File: src/rtl/core/sbf_pkg.sv
`timescale 1ns / 1ps
package sbf_pkg;

    localparam int FRAME_BYTES   = 25;
    localparam int CHANNEL_COUNT = 16;
    localparam int PAYLOAD_BYTES = 22;
    localparam int BYTE_W        = 8;
    localparam int RAW_W         = 11;
    localparam int PAYLOAD_W     = PAYLOAD_BYTES * BYTE_W;
    localparam int POS_W         = $clog2(FRAME_BYTES + 1);
    localparam int CH_W          = $clog2(CHANNEL_COUNT);
    localparam int VAL_W         = 16;
    localparam int CNT_W         = 32;
    localparam int CFG_IDX_W     = 2;

    // Mapping datapath widths.
    localparam int DIFF_W  = RAW_W + 1;
    localparam int OSPAN_W = VAL_W + 1;
    localparam int PROD_W  = DIFF_W + OSPAN_W;
    localparam int SUM_W   = PROD_W + 2;

    localparam logic [BYTE_W-1:0] HEADER_BYTE = 8'h0F;
    localparam logic [BYTE_W-1:0] FOOTER_BYTE = 8'h00;

    typedef enum logic [CFG_IDX_W-1:0] {
        CFG_INPUT_MIN  = 2'd0,
        CFG_INPUT_MAX  = 2'd1,
        CFG_OUTPUT_MIN = 2'd2,
        CFG_OUTPUT_MAX = 2'd3
    } cfg_reg_t;

    typedef enum logic {
        RX_HUNT = 1'b0,
        RX_FILL = 1'b1
    } rx_state_t;

    typedef enum logic [2:0] {
        MAP_IDLE   = 3'd0,
        MAP_LOAD   = 3'd1,
        MAP_MUL    = 3'd2,
        MAP_START  = 3'd3,
        MAP_DIVIDE = 3'd4,
        MAP_FINISH = 3'd5,
        MAP_EMIT   = 3'd6
    } map_state_t;

    typedef struct packed {
        logic [RAW_W-1:0]        input_min;
        logic [RAW_W-1:0]        input_max;
        logic signed [VAL_W-1:0] output_min;
        logic signed [VAL_W-1:0] output_max;
    } sbf_cfg_t;

    // Requests from the channel sequencer to the frame payload register.
    typedef struct packed {
        logic busy;
        logic shift;
    } sbf_map_ctl_t;

endpackage

File: src/rtl/core/sbf_divider.sv
`timescale 1ns / 1ps
module sbf_divider (
    input  logic                       clk,
    input  logic                       rst_n,
    input  logic                       start,
    input  logic [sbf_pkg::PROD_W-1:0] dividend,
    input  logic [sbf_pkg::RAW_W-1:0]  divisor,
    output logic                       done,
    output logic [sbf_pkg::PROD_W-1:0] quotient
);
    import sbf_pkg::*;

    localparam int STEP_W = $clog2(PROD_W);

    logic              busy_reg;
    logic              done_reg;
    logic [STEP_W-1:0] step_reg;
    logic [PROD_W-1:0] acc_reg;
    logic [RAW_W-1:0]  rem_reg;
    logic [RAW_W-1:0]  div_reg;

    logic [RAW_W:0]    rem_shift;
    logic [RAW_W+1:0]  trial;
    logic              qbit;

    // One restoring step per cycle: the dividend shifts out of the top of acc_reg
    // while quotient bits fill in from the bottom.
    always_comb
    begin
        rem_shift = {rem_reg, acc_reg[PROD_W-1]};
        trial     = {1'b0, rem_shift} - {2'b00, div_reg};
        qbit      = !trial[RAW_W+1];
    end

    always_ff @(posedge clk or negedge rst_n)
    begin
        if (!rst_n)
        begin
            busy_reg <= 1'b0;
            done_reg <= 1'b0;
            step_reg <= '0;
        end
        else if (start)
        begin
            busy_reg <= 1'b1;
            done_reg <= 1'b0;
            step_reg <= STEP_W'(PROD_W - 1);
        end
        else if (busy_reg)
        begin
            step_reg <= step_reg - 1'b1;
            done_reg <= (step_reg == '0);
            busy_reg <= (step_reg != '0);
        end
        else
        begin
            done_reg <= 1'b0;
        end
    end

    always_ff @(posedge clk)
    begin
        if (start)
        begin
            acc_reg <= dividend;
            rem_reg <= '0;
            div_reg <= divisor;
        end
        else if (busy_reg)
        begin
            acc_reg <= {acc_reg[PROD_W-2:0], qbit};
            rem_reg <= qbit ? trial[RAW_W-1:0] : rem_shift[RAW_W-1:0];
        end
    end

    assign done     = done_reg;
    assign quotient = acc_reg;

endmodule

File: src/rtl/core/sbf_channel_map.sv
`timescale 1ns / 1ps
module sbf_channel_map (
    input  logic                            clk,
    input  logic                            rst_n,
    input  logic                            start,
    input  sbf_pkg::sbf_cfg_t               cfg,
    input  logic [sbf_pkg::RAW_W-1:0]       raw,
    output sbf_pkg::sbf_map_ctl_t           ctl,
    output logic                            out_valid,
    input  logic                            out_ready,
    output logic [sbf_pkg::CH_W-1:0]        out_index,
    output logic signed [sbf_pkg::VAL_W-1:0] out_value,
    output logic                            out_last
);
    import sbf_pkg::*;

    localparam logic signed [SUM_W-1:0] SAT_HI = SUM_W'(32767);
    localparam logic signed [SUM_W-1:0] SAT_LO = SUM_W'(-32768);
    localparam logic [CH_W-1:0]         CH_LAST = CH_W'(CHANNEL_COUNT - 1);

    map_state_t state_reg;
    map_state_t state_next;

    logic [CH_W-1:0]          ch_reg;
    logic signed [DIFF_W-1:0] diff_reg;
    logic signed [OSPAN_W-1:0] ospan_reg;
    logic signed [DIFF_W-1:0] den_reg;
    logic signed [PROD_W-1:0] prod_reg;
    logic signed [VAL_W-1:0]  value_reg;

    logic                     div_start;
    logic                     div_done;
    logic [PROD_W-1:0]        div_quotient;
    logic [PROD_W-1:0]        prod_mag;
    logic [RAW_W-1:0]         den_mag;
    logic                     den_zero;
    logic                     negative;
    logic signed [PROD_W:0]   quo_signed;
    logic signed [SUM_W-1:0]  sum;
    logic signed [VAL_W-1:0]  mapped;
    logic                     emit_done;

    always_comb
    begin
        prod_mag   = prod_reg[PROD_W-1] ? PROD_W'(-prod_reg) : PROD_W'(prod_reg);
        den_mag    = den_reg[DIFF_W-1] ? RAW_W'(-den_reg) : RAW_W'(den_reg);
        den_zero   = (den_reg == '0);
        negative   = prod_reg[PROD_W-1] ^ den_reg[DIFF_W-1];
        quo_signed = negative ? -$signed({1'b0, div_quotient})
                              : $signed({1'b0, div_quotient});
        sum        = SUM_W'(quo_signed) + SUM_W'(cfg.output_min);
        priority if (den_zero)
            mapped = cfg.output_min;
        else if (sum > SAT_HI)
            mapped = VAL_W'(SAT_HI);
        else if (sum < SAT_LO)
            mapped = VAL_W'(SAT_LO);
        else
            mapped = sum[VAL_W-1:0];
        emit_done = out_ready && (state_reg == MAP_EMIT);
    end

    always_comb
    begin
        state_next = state_reg;
        unique case (state_reg)
            MAP_IDLE:   if (start) state_next = MAP_LOAD;
            MAP_LOAD:   state_next = MAP_MUL;
            MAP_MUL:    state_next = MAP_START;
            MAP_START:  state_next = den_zero ? MAP_FINISH : MAP_DIVIDE;
            MAP_DIVIDE: if (div_done) state_next = MAP_FINISH;
            MAP_FINISH: state_next = MAP_EMIT;
            MAP_EMIT:
            begin
                if (out_ready)
                    state_next = (ch_reg == CH_LAST) ? MAP_IDLE : MAP_LOAD;
            end
            default:    state_next = MAP_IDLE;
        endcase
    end

    always_comb
    begin
        div_start = (state_reg == MAP_START) && !den_zero;
        ctl.busy  = (state_reg != MAP_IDLE);
        ctl.shift = (state_reg == MAP_FINISH);
        out_valid = (state_reg == MAP_EMIT);
    end

    always_ff @(posedge clk or negedge rst_n)
    begin
        if (!rst_n)
        begin
            state_reg <= MAP_IDLE;
            ch_reg    <= '0;
        end
        else
        begin
            state_reg <= state_next;
            if (start && state_reg == MAP_IDLE)
                ch_reg <= '0;
            else if (emit_done)
                ch_reg <= ch_reg + 1'b1;
        end
    end

    always_ff @(posedge clk)
    begin
        if (state_reg == MAP_LOAD)
        begin
            diff_reg  <= $signed({1'b0, raw}) - $signed({1'b0, cfg.input_min});
            den_reg   <= $signed({1'b0, cfg.input_max}) - $signed({1'b0, cfg.input_min});
            ospan_reg <= OSPAN_W'(cfg.output_max) - OSPAN_W'(cfg.output_min);
        end
        if (state_reg == MAP_MUL)
            prod_reg <= PROD_W'(diff_reg) * PROD_W'(ospan_reg);
        if (state_reg == MAP_FINISH)
            value_reg <= mapped;
    end

    sbf_divider u_divider (
        .clk      (clk),
        .rst_n    (rst_n),
        .start    (div_start),
        .dividend (prod_mag),
        .divisor  (den_mag),
        .done     (div_done),
        .quotient (div_quotient)
    );

    assign out_index = ch_reg;
    assign out_value = value_reg;
    assign out_last  = (ch_reg == CH_LAST);

    a_start_when_idle: assert property (@(posedge clk) disable iff (!rst_n)
        start |-> state_reg == MAP_IDLE)
        else $error("frame decode started while a frame is still being mapped");

    a_done_in_divide: assert property (@(posedge clk) disable iff (!rst_n)
        div_done |-> state_reg == MAP_DIVIDE)
        else $error("divider finished outside of the divide step");

    a_last_ends_frame: assert property (@(posedge clk) disable iff (!rst_n)
        (emit_done && out_last) |=> state_reg == MAP_IDLE)
        else $error("sequencer kept running after the last channel");

    a_shift_once: assert property (@(posedge clk) disable iff (!rst_n)
        ctl.shift |=> !ctl.shift && state_reg == MAP_EMIT)
        else $error("payload shifted more than once for one channel");

endmodule

File: src/rtl/core/sbus_frame_receiver.sv
`timescale 1ns / 1ps
// S.BUS frame receiver with linear channel mapping.
//
// Slave stream: one item per received byte. s_tdata carries the byte, s_tuser
// marks a line-idle timeout, which drops the receiver back to header hunting.
// A byte is taken when the sequencer is idle. Bytes 1 to 22 shift into a payload
// register; when the footer byte of a frame arrives and is zero, the good-frame
// counter increments and the channel sequencer starts.
//
// Master stream: sixteen items per good frame, channel 0 first, m_tlast on
// channel 15. Each channel steps through load, multiply, start, 29 steps of the
// shared serial divider, finish, then the output state. With input_max equal to
// input_min the divider is skipped. s_tready stays low until the last item of
// the frame has been taken; a stall on m_tready simply holds the current item
// and the sequencer.
//
// The configuration channel writes one mapping register per item; it is always
// ready. Reset returns the block to hunting, clears the frame counter and loads
// the default mapping (172..1811 to 1000..2000).
module sbus_frame_receiver (
    input  logic                               clk,
    input  logic                               rst_n,
    input  logic                               s_tvalid,
    output logic                               s_tready,
    input  logic [7:0]                         s_tdata,   // [7:0] data_byte
    input  logic [0:0]                         s_tuser,   // [0] operation
    output logic                               m_tvalid,
    input  logic                               m_tready,
    output logic [47:0]                        m_tdata,   // [15:0] channel_value,
                                                          // [47:16] good_frame_count
    output logic [3:0]                         m_tuser,   // [3:0] channel_index
    output logic                               m_tlast,   // last_channel
    input  logic                               cfg_valid,
    output logic                               cfg_ready,
    input  logic [sbf_pkg::CFG_IDX_W-1:0]      cfg_index,
    input  logic [15:0]                        cfg_data
);
    import sbf_pkg::*;

    sbf_cfg_t             cfg_reg;
    rx_state_t            rx_state_reg;
    rx_state_t            rx_state_next;
    logic [POS_W-1:0]     pos_reg;
    logic [POS_W-1:0]     pos_next;
    logic [PAYLOAD_W-1:0] payload_reg;
    logic [CNT_W-1:0]     frames_reg;

    sbf_map_ctl_t         map_ctl;
    logic                 in_accept;
    logic                 is_timeout;
    logic                 pos_bad;
    logic                 pos_footer;
    logic                 store_byte;
    logic                 frame_good;
    logic signed [VAL_W-1:0] value;

    assign s_tready   = !map_ctl.busy;
    assign cfg_ready  = 1'b1;
    assign in_accept  = s_tvalid && s_tready;
    assign is_timeout = s_tuser[0];
    assign pos_bad    = (pos_reg == '0) || (pos_reg >= POS_W'(FRAME_BYTES));
    assign pos_footer = (pos_reg == POS_W'(FRAME_BYTES - 1));

    always_comb
    begin
        rx_state_next = rx_state_reg;
        pos_next      = pos_reg;
        if (in_accept)
        begin
            priority if (is_timeout)
                rx_state_next = RX_HUNT;
            else if (rx_state_reg == RX_HUNT)
            begin
                if (s_tdata == HEADER_BYTE)
                begin
                    rx_state_next = RX_FILL;
                    pos_next      = POS_W'(1);
                end
            end
            else if (pos_bad || pos_footer)
            begin
                rx_state_next = RX_HUNT;
                pos_next      = '0;
            end
            else
                pos_next = pos_reg + 1'b1;
        end
    end

    always_comb
    begin
        store_byte = in_accept && !is_timeout && (rx_state_reg == RX_FILL) && !pos_bad
                     && (pos_reg <= POS_W'(PAYLOAD_BYTES));
        frame_good = in_accept && !is_timeout && (rx_state_reg == RX_FILL) && pos_footer
                     && (s_tdata == FOOTER_BYTE);
    end

    always_ff @(posedge clk or negedge rst_n)
    begin
        if (!rst_n)
        begin
            rx_state_reg <= RX_HUNT;
            pos_reg      <= '0;
            frames_reg   <= '0;
        end
        else
        begin
            rx_state_reg <= rx_state_next;
            pos_reg      <= pos_next;
            if (frame_good)
                frames_reg <= frames_reg + 1'b1;
        end
    end

    always_ff @(posedge clk or negedge rst_n)
    begin
        if (!rst_n)
        begin
            cfg_reg.input_min  <= RAW_W'(172);
            cfg_reg.input_max  <= RAW_W'(1811);
            cfg_reg.output_min <= VAL_W'(1000);
            cfg_reg.output_max <= VAL_W'(2000);
        end
        else if (cfg_valid && cfg_ready)
        begin
            unique case (cfg_reg_t'(cfg_index))
                CFG_INPUT_MIN:  cfg_reg.input_min  <= cfg_data[RAW_W-1:0];
                CFG_INPUT_MAX:  cfg_reg.input_max  <= cfg_data[RAW_W-1:0];
                CFG_OUTPUT_MIN: cfg_reg.output_min <= cfg_data;
                CFG_OUTPUT_MAX: cfg_reg.output_max <= cfg_data;
                default:        cfg_reg.output_max <= cfg_reg.output_max;
            endcase
        end
    end

    // Bytes enter at the top so byte 1 ends up in the low bits; the sequencer
    // then drops one 11-bit channel off the bottom per channel.
    always_ff @(posedge clk)
    begin
        if (store_byte)
            payload_reg <= {s_tdata, payload_reg[PAYLOAD_W-1:BYTE_W]};
        else if (map_ctl.shift)
            payload_reg <= {{RAW_W{1'b0}}, payload_reg[PAYLOAD_W-1:RAW_W]};
    end

    sbf_channel_map u_channel_map (
        .clk       (clk),
        .rst_n     (rst_n),
        .start     (frame_good),
        .cfg       (cfg_reg),
        .raw       (payload_reg[RAW_W-1:0]),
        .ctl       (map_ctl),
        .out_valid (m_tvalid),
        .out_ready (m_tready),
        .out_index (m_tuser),
        .out_value (value),
        .out_last  (m_tlast)
    );

    assign m_tdata = {frames_reg, value};

endmodule
File: config.mk
export PLATFORM = sky130hd
export DESIGN_NAME = sbus_frame_receiver
export DESIGN_NICKNAME = d
export VERILOG_FILES = /design/src/rtl/core/sbf_pkg.sv /design/src/rtl/core/sbf_divider.sv /design/src/rtl/core/sbf_channel_map.sv /design/src/rtl/core/sbus_frame_receiver.sv
export SDC_FILE = /design/constraint.sdc
export NUM_CORES = 1
export LEC_CHECK = 0
export BUFFER_PORTS_ARGS = -buffer_cell sky130_fd_sc_hd__buf_2
export CORE_MARGIN = 5
export CORE_UTILIZATION = 24
export DETAILED_ROUTE_END_ITERATION = 16
export GPL_TIMING_DRIVEN = 0
export RECOVER_POWER = 50
export SLEW_MARGIN = 40
export SYNTH_ARGS = -nofsm -noshare
export SYNTH_HDL_FRONTEND = slang
export SYNTH_SLANG_ARGS = --single-unit
export TNS_END_PERCENT = 5
File: constraint.sdc
create_clock -name clk -period 8.3 [get_ports clk]
set_clock_uncertainty 0.05 [all_clocks]
set_input_delay 2.075 -clock clk [delete_from_list [all_inputs] [get_ports clk]]
set_output_delay 2.075 -clock clk [all_outputs]
set_load 0.02 [all_outputs]
# Word-level counts from Yosys, hierarchy flattened

Index checks and enable logic that the tools add are counted.

$add $sub $neg: 12
Multiply operators: 1
$lt $le $gt $ge: 4
Equality and inequality tests: 15
Multiplexer cells: 32
Bitwise operators: 2
Reduce and logical (&&, ||, !) cells: 35

Operators by type and width:

| operator                | number |
|---|---|
| $mux W176               | 2 |
| $mux W29                | 3 |
| $mux W16                | 3 |
| $add A32 B1 Y32 const B | 1 |
| $add A30 B16 Y31        | 1 |
| $gt A31 B16 Y1 const B  | 1 |
| $lt A31 B16 Y1 const B  | 1 |
| $mux W30                | 1 |
| $neg A29 Y30            | 1 |
| $mul A12 B17 Y29        | 1 |
| $neg A29 Y29            | 1 |
| $mux W5                 | 5 |
| $sub A11 B11 Y12        | 2 |
| $mux W11                | 2 |
| $pmux W3 S7             | 1 |
| $sub A16 B16 Y17        | 1 |
| $sub A12 B11 Y13        | 1 |
| $logic_not A12 Y1       | 1 |
| $neg A11 Y11            | 1 |
| $logic_and A1 B1 Y1     | 10 |
| $logic_not A5 Y1        | 2 |
| $mux W1                 | 10 |
| $eq A3 B3 Y1 const B    | 3 |
| $mux W3                 | 3 |
| 27 further kinds        | 43 |

Bits in registers: 419
Bits of input ports: 32
Output and inout bits: 56
Word-level logic and storage cells: 122

# Depth between registers and ports, before layout

Depth in word-level cells: 9
Gate-level depth with buffers: 25
Gate-level depth less buffers: 23

# Modules after synthesis

A second synthesis with hierarchy kept.

Cells, all modules: 3064
Area, all modules: 29864.9 sq um

Modules (own cells, without submodules):

| module              | instances | cells an instance | area an instance (sq um) | seq. area each (sq um) |
|---|---|---|---|---|
| sbf_channel_map     | 1         | 1782              | 15513.6                  | 2757.6 |
| sbus_frame_receiver | 1         | 1028              | 11400.9                  | 7614.8 |
| sbf_divider         | 1         | 254               | 2950.3                   | 1596.5 |

# Least setup slack after synthesis

OpenSTA, ideal clock, no wires.

Path type: in2reg
Start point: in s_tvalid
End point: reg payload_reg[0] (enable)
Arrival: 7103 ps
Required time: 7684 ps
Path slack: 581 ps
Cell stages on the path: 7
Path buffers: 2
Cell sequence: nand2_1 -> nor2_1 -> and2_1 -> nand3_1 -> buf_1 -> clkbuf_1 -> nand2b_1

Word-level cells in the longest chain between the ends: 6

Ends and longest elaborated chain:

| element                          | line                       | source |
|---|---|---|
| start: declaration               | sbus_frame_receiver.sv:23  | `input logic s_tvalid,` |
| $logic_and A1 B1 Y1              | sbus_frame_receiver.sv:59  | `assign in_accept = s_tvalid && s_tready;` |
| $logic_and A1 B1 Y1 (3 in a row) | sbus_frame_receiver.sv:92  | `store_byte = in_accept && !is_timeout && (rx_state_reg == RX_FILL) && !pos_bad` |
| $logic_and A1 B1 Y1              | sbus_frame_receiver.sv:93  | `&& (pos_reg <= POS_W'(PAYLOAD_BYTES));` |
| $reduce_bool A2 Y1 (no line)     | n/a                        |  |
| end signal: assignment           | sbus_frame_receiver.sv:141 | `payload_reg <= {s_tdata, payload_reg[PAYLOAD_W-1:BYTE_W]};` |
| end signal: assignment           | sbus_frame_receiver.sv:143 | `payload_reg <= {{RAW_W{1'b0}}, payload_reg[PAYLOAD_W-1:RAW_W]};` |
| end: declaration                 | sbus_frame_receiver.sv:45  | `logic [PAYLOAD_W-1:0] payload_reg;` |

No other way between the ends.
A chain may end at the register's enable or synchronous reset.

# Worst setup path in the final report

Start point: reg u_channel_map.diff_reg[11]
End point: reg u_channel_map.prod_reg[28] (data pin)

Word-level cells in the longest chain between the ends: 1

Ends and longest elaborated chain:

| element                  | line                   | source |
|---|---|---|
| start: declaration       | sbf_channel_map.sv:25  | `logic signed [DIFF_W-1:0] diff_reg;` |
| start signal: assignment | sbf_channel_map.sv:111 | `diff_reg <= $signed({1'b0, raw}) - $signed({1'b0, cfg.input_min});` |
| $mul A12 B17 Y29         | sbf_channel_map.sv:116 | `prod_reg <= PROD_W'(diff_reg) * PROD_W'(ospan_reg);` |
| end signal: assignment   | sbf_channel_map.sv:116 |  |
| end: declaration         | sbf_channel_map.sv:28  | `logic signed [PROD_W-1:0] prod_reg;` |

No other way between the ends.

==> results.md <==
* FF+latch count, synth at between 400 and 500
* Initial cell density of the core at 24.13%
* Std cell rows at 127
* Avg WL per Cell at around 15 microns
* Post-Route WL at between 60 and 70 mm
* CTS tree: built
* Inserted Clock Buffers at between 40 and 50
* Slew HR at -57.81%
* Mapped Area at about 29000 sq um
* Crit path largest cell delay at 610 ps
* Hpwl dp at 50.54 mm
* Post-route ant nets at 0
* Hold Crit Class: reg -> reg
* Clk sink count at 419
* GPL Wtd Cong at ~0.82
* Antenna violations before repair at 5
* Total setup buffers inserted after CTS at 0
* Post-synth EDFFs at between 300 and 400
* Max FFs per register at between 150 and 200
* Tmin final at slightly above 7000 ps
* Core Util, Final at between 20% and 30%
* Core Region at ~120000 sq um
* Post-synthesis mux area share at about 8.3%
* Main synth FF type: edfxtp_1
* Pin count of the biggest net entering global routing at 67
* Worst-Margin Slew at approximately 2400 ps
* Kind of critical path: reg -> reg
* Crit. End Element: register
* Final hold slack at between 400 and 500 ps
* Worst Path Required at 8570 ps
* Slowest-stage cell, CP: edfxtp_1
* Clock-pin slew on the worst setup and hold paths at roughly 60 ps
* Crit share post-route at just under 90%
* Adder-Cell Fraction of Synth Area at approximately 20%
* Die width at 357.1 microns
* Yosys cell types at a little over 80
* Fill cells at between 10000 and 15000
* Multi-input logic area at around 15000 sq um
* Pre-antenna DRT Iters at 5
* Worst path top cell family by delay: adder cells
* DR vias/cell at 4.308
* Hold Fails Final Rpt at 0
* Asr flop ratio synth at around a quarter
* Post-CTS sizing at 0
* Xor and xnor area share after synthesis at 5.211%
* Die Span Y at between 300 and 400 microns
* Register area at between 10000 and 15000 sq um
* Slew Limit Fails at 41
* Area Overhead vs Synth at 13.86%
* Hold path depth at 1
* Die area at between 100000 and 150000 sq um
* H-Tree Depth at 2
* Via count at 19130
* Reg2reg path depth at 21
* Finish-stage setup viols at 0
* CP arrival at 7510 ps
* Cells after Synth at 2647
* Most frequent cells in the layout: inv_1, edfxtp_1, nand2_1
* Failing checks: capacitance limit, slew limit
* Syn_nets at between 3000 and 4000
* Synth warn at 0
* Max cap viols at 1
* Register area share after synthesis at between 40% and 50%
* Sum Neg Setup Slack at 0 ps
* Initial DRC Count at roughly 1200
* Compound-Gate Fraction of Synth Area at just over 8%
* Outcome: finished, violations left
* Critical path depth at 21
* Largest family of logic cells by synthesized area: adder cells
* Cell taking the most area after synthesis: edfxtp_1
* Remaining DRCs at 0
* CP Cell Sequence: inv_1, clkbuf_1, nor2_1, fa_1, fa_1, fa_1, fa_1, inv_1, fa_1, inv_1, ha_1, and2_1, a22o_1, a311oi_1, nand4b_1, a21oi_1, o41ai_2, o311a_1, o21bai_1, a21oi_1, xnor2_1
* # port buffers at 86
* Placed Area at around 32000 sq um
* Clock latency on the worst-skew pair at 580 ps
* Synth Area in Simple Gates at roughly 11%
* Vias in the first global route at 19160
* Crit path top cell by count: fa_1
* Most common cell after layout, fill and taps aside: inv_1
* Crit Path Max Fanout at 10
* Layout Nets at 3171
* Fmax at about 0.14 GHz
* Ratio of cells with drive above 1 in the final layout at between 10% and 20%
* GR Util All Layers at 10.20%
* Design Area, Final at 32910 sq um
* Top-area cell type share of the netlist area at about a third
* Gr ovfl total at 0
* Top Ports at a little under 90
* WP buf/inv at 4
* First-pass GRT wire length at 105.1 mm
* RSZ-0062 raised after global routing: false
* Syn Area/Cell at about 11 sq um
* Hold-fix buffers, CTS at 0
* Startpoint types: register
* CTS Buffer Depth at 3
* Synth area leaders: edfxtp_1, fa_1, mux2_2, dfrtp_1, ha_1
* CTS root buf: clkbuf_16
## synth_stat cells, types with 4 or more instances
library cell / n
inv_1: 329
edfxtp_1: 302
nand2_1: 284
mux2_2: 210
fa_1: 193
nor2_1: 158
ha_1: 153
o21ai_0: 117
xnor2_1: 107
clkbuf_1: 85
dfrtp_1: 84
a21oi_1: 75
and2_1: 71
xor2_1: 65
a21o_1: 32
nor3_1: 32
nand2b_1: 28
nand3_1: 25
o21ai_1: 23
dfstp_2: 22
or3_1: 17
nand4_1: 16
nor2b_1: 16
o21a_1: 14
and3_1: 12
a21boi_0: 11
dfxtp_1: 11
o22ai_2: 10
a211oi_1: 9
nor4_1: 9
o31ai_1: 9
o41ai_1: 8
a21boi_1: 7
a31oi_1: 7
buf_1: 6
o21bai_1: 6
o22ai_1: 6
o31a_1: 6
or4_1: 6
nor3b_1: 5
or2_1: 5
nand3b_1: 4
## layout make-up
type | instances | share of cell area [%]
clock buffers | 56 | 3.577
multi-input cells | 1804 | 46.68
plain buffers | 94 | 1.110
diodes | 2 | 0.01521
inverters | 330 | 3.764
repair buffers | 101 | 1.528
clock inverters | 23 | 0.8249
flip-flops and latches | 419 | 36.37
well taps | 1612 | 6.128
## path summary, 6_finish.rpt
| kind | slack (ps) | to | start |
|---|---|---|---|
| setup / recovery | 1060 | u_channel_map.prod_reg[28]$_DFFE_PP_ | u_channel_map.diff_reg[11]$_DFFE_PP_ |
| hold / removal | 430 | frames_reg[31]$_DFFE_PN0P_ | frames_reg[31]$_DFFE_PN0P_ |
| setup reg to reg | 1060 | u_channel_map.prod_reg[28]$_DFFE_PP_ | u_channel_map.diff_reg[11]$_DFFE_PP_ |
| hold reg to reg | 430 | frames_reg[31]$_DFFE_PN0P_ | frames_reg[31]$_DFFE_PN0P_ |
| max in group asynchronous | 4670 | frames_reg[30]$_DFFE_PN0P_ | rst_n |
| min in group asynchronous | 2180 | frames_reg[15]$_DFFE_PN0P_ | rst_n |
## per-layer routing
layer	global-route usage [%]	part of all wire (%)	vias up
met5	0	0.020	-
li1	-	-	9261
met2	16.65	47	338
met4	2.325	1.9	2
met1	14.00	46	9447
met3	2.040	5.8	82
## kinds of logic after synthesis
| logic type | Yosys count |
|---|---|
| buf+inv | 424 |
| other cells | 1 |
| fa+ha+maj | 346 |
| simple gates | 701 |
| compound gates | 372 |
| flops | 419 |
| mux | 212 |
| xor+xnor | 172 |
## per-stage QoR
stage,worst slack (ps),instances
2_1_floorplan,580.8,2647
3_3_place_gp,-1946,4345
3_5_place_dp,1077,4360
4_1_cts,1061,4439
5_1_grt,722.0,4439
6_report,1057,4441
Power is not shown: default switching activity piles up to over one toggle a cycle in this logic, so the estimate is an artifact.
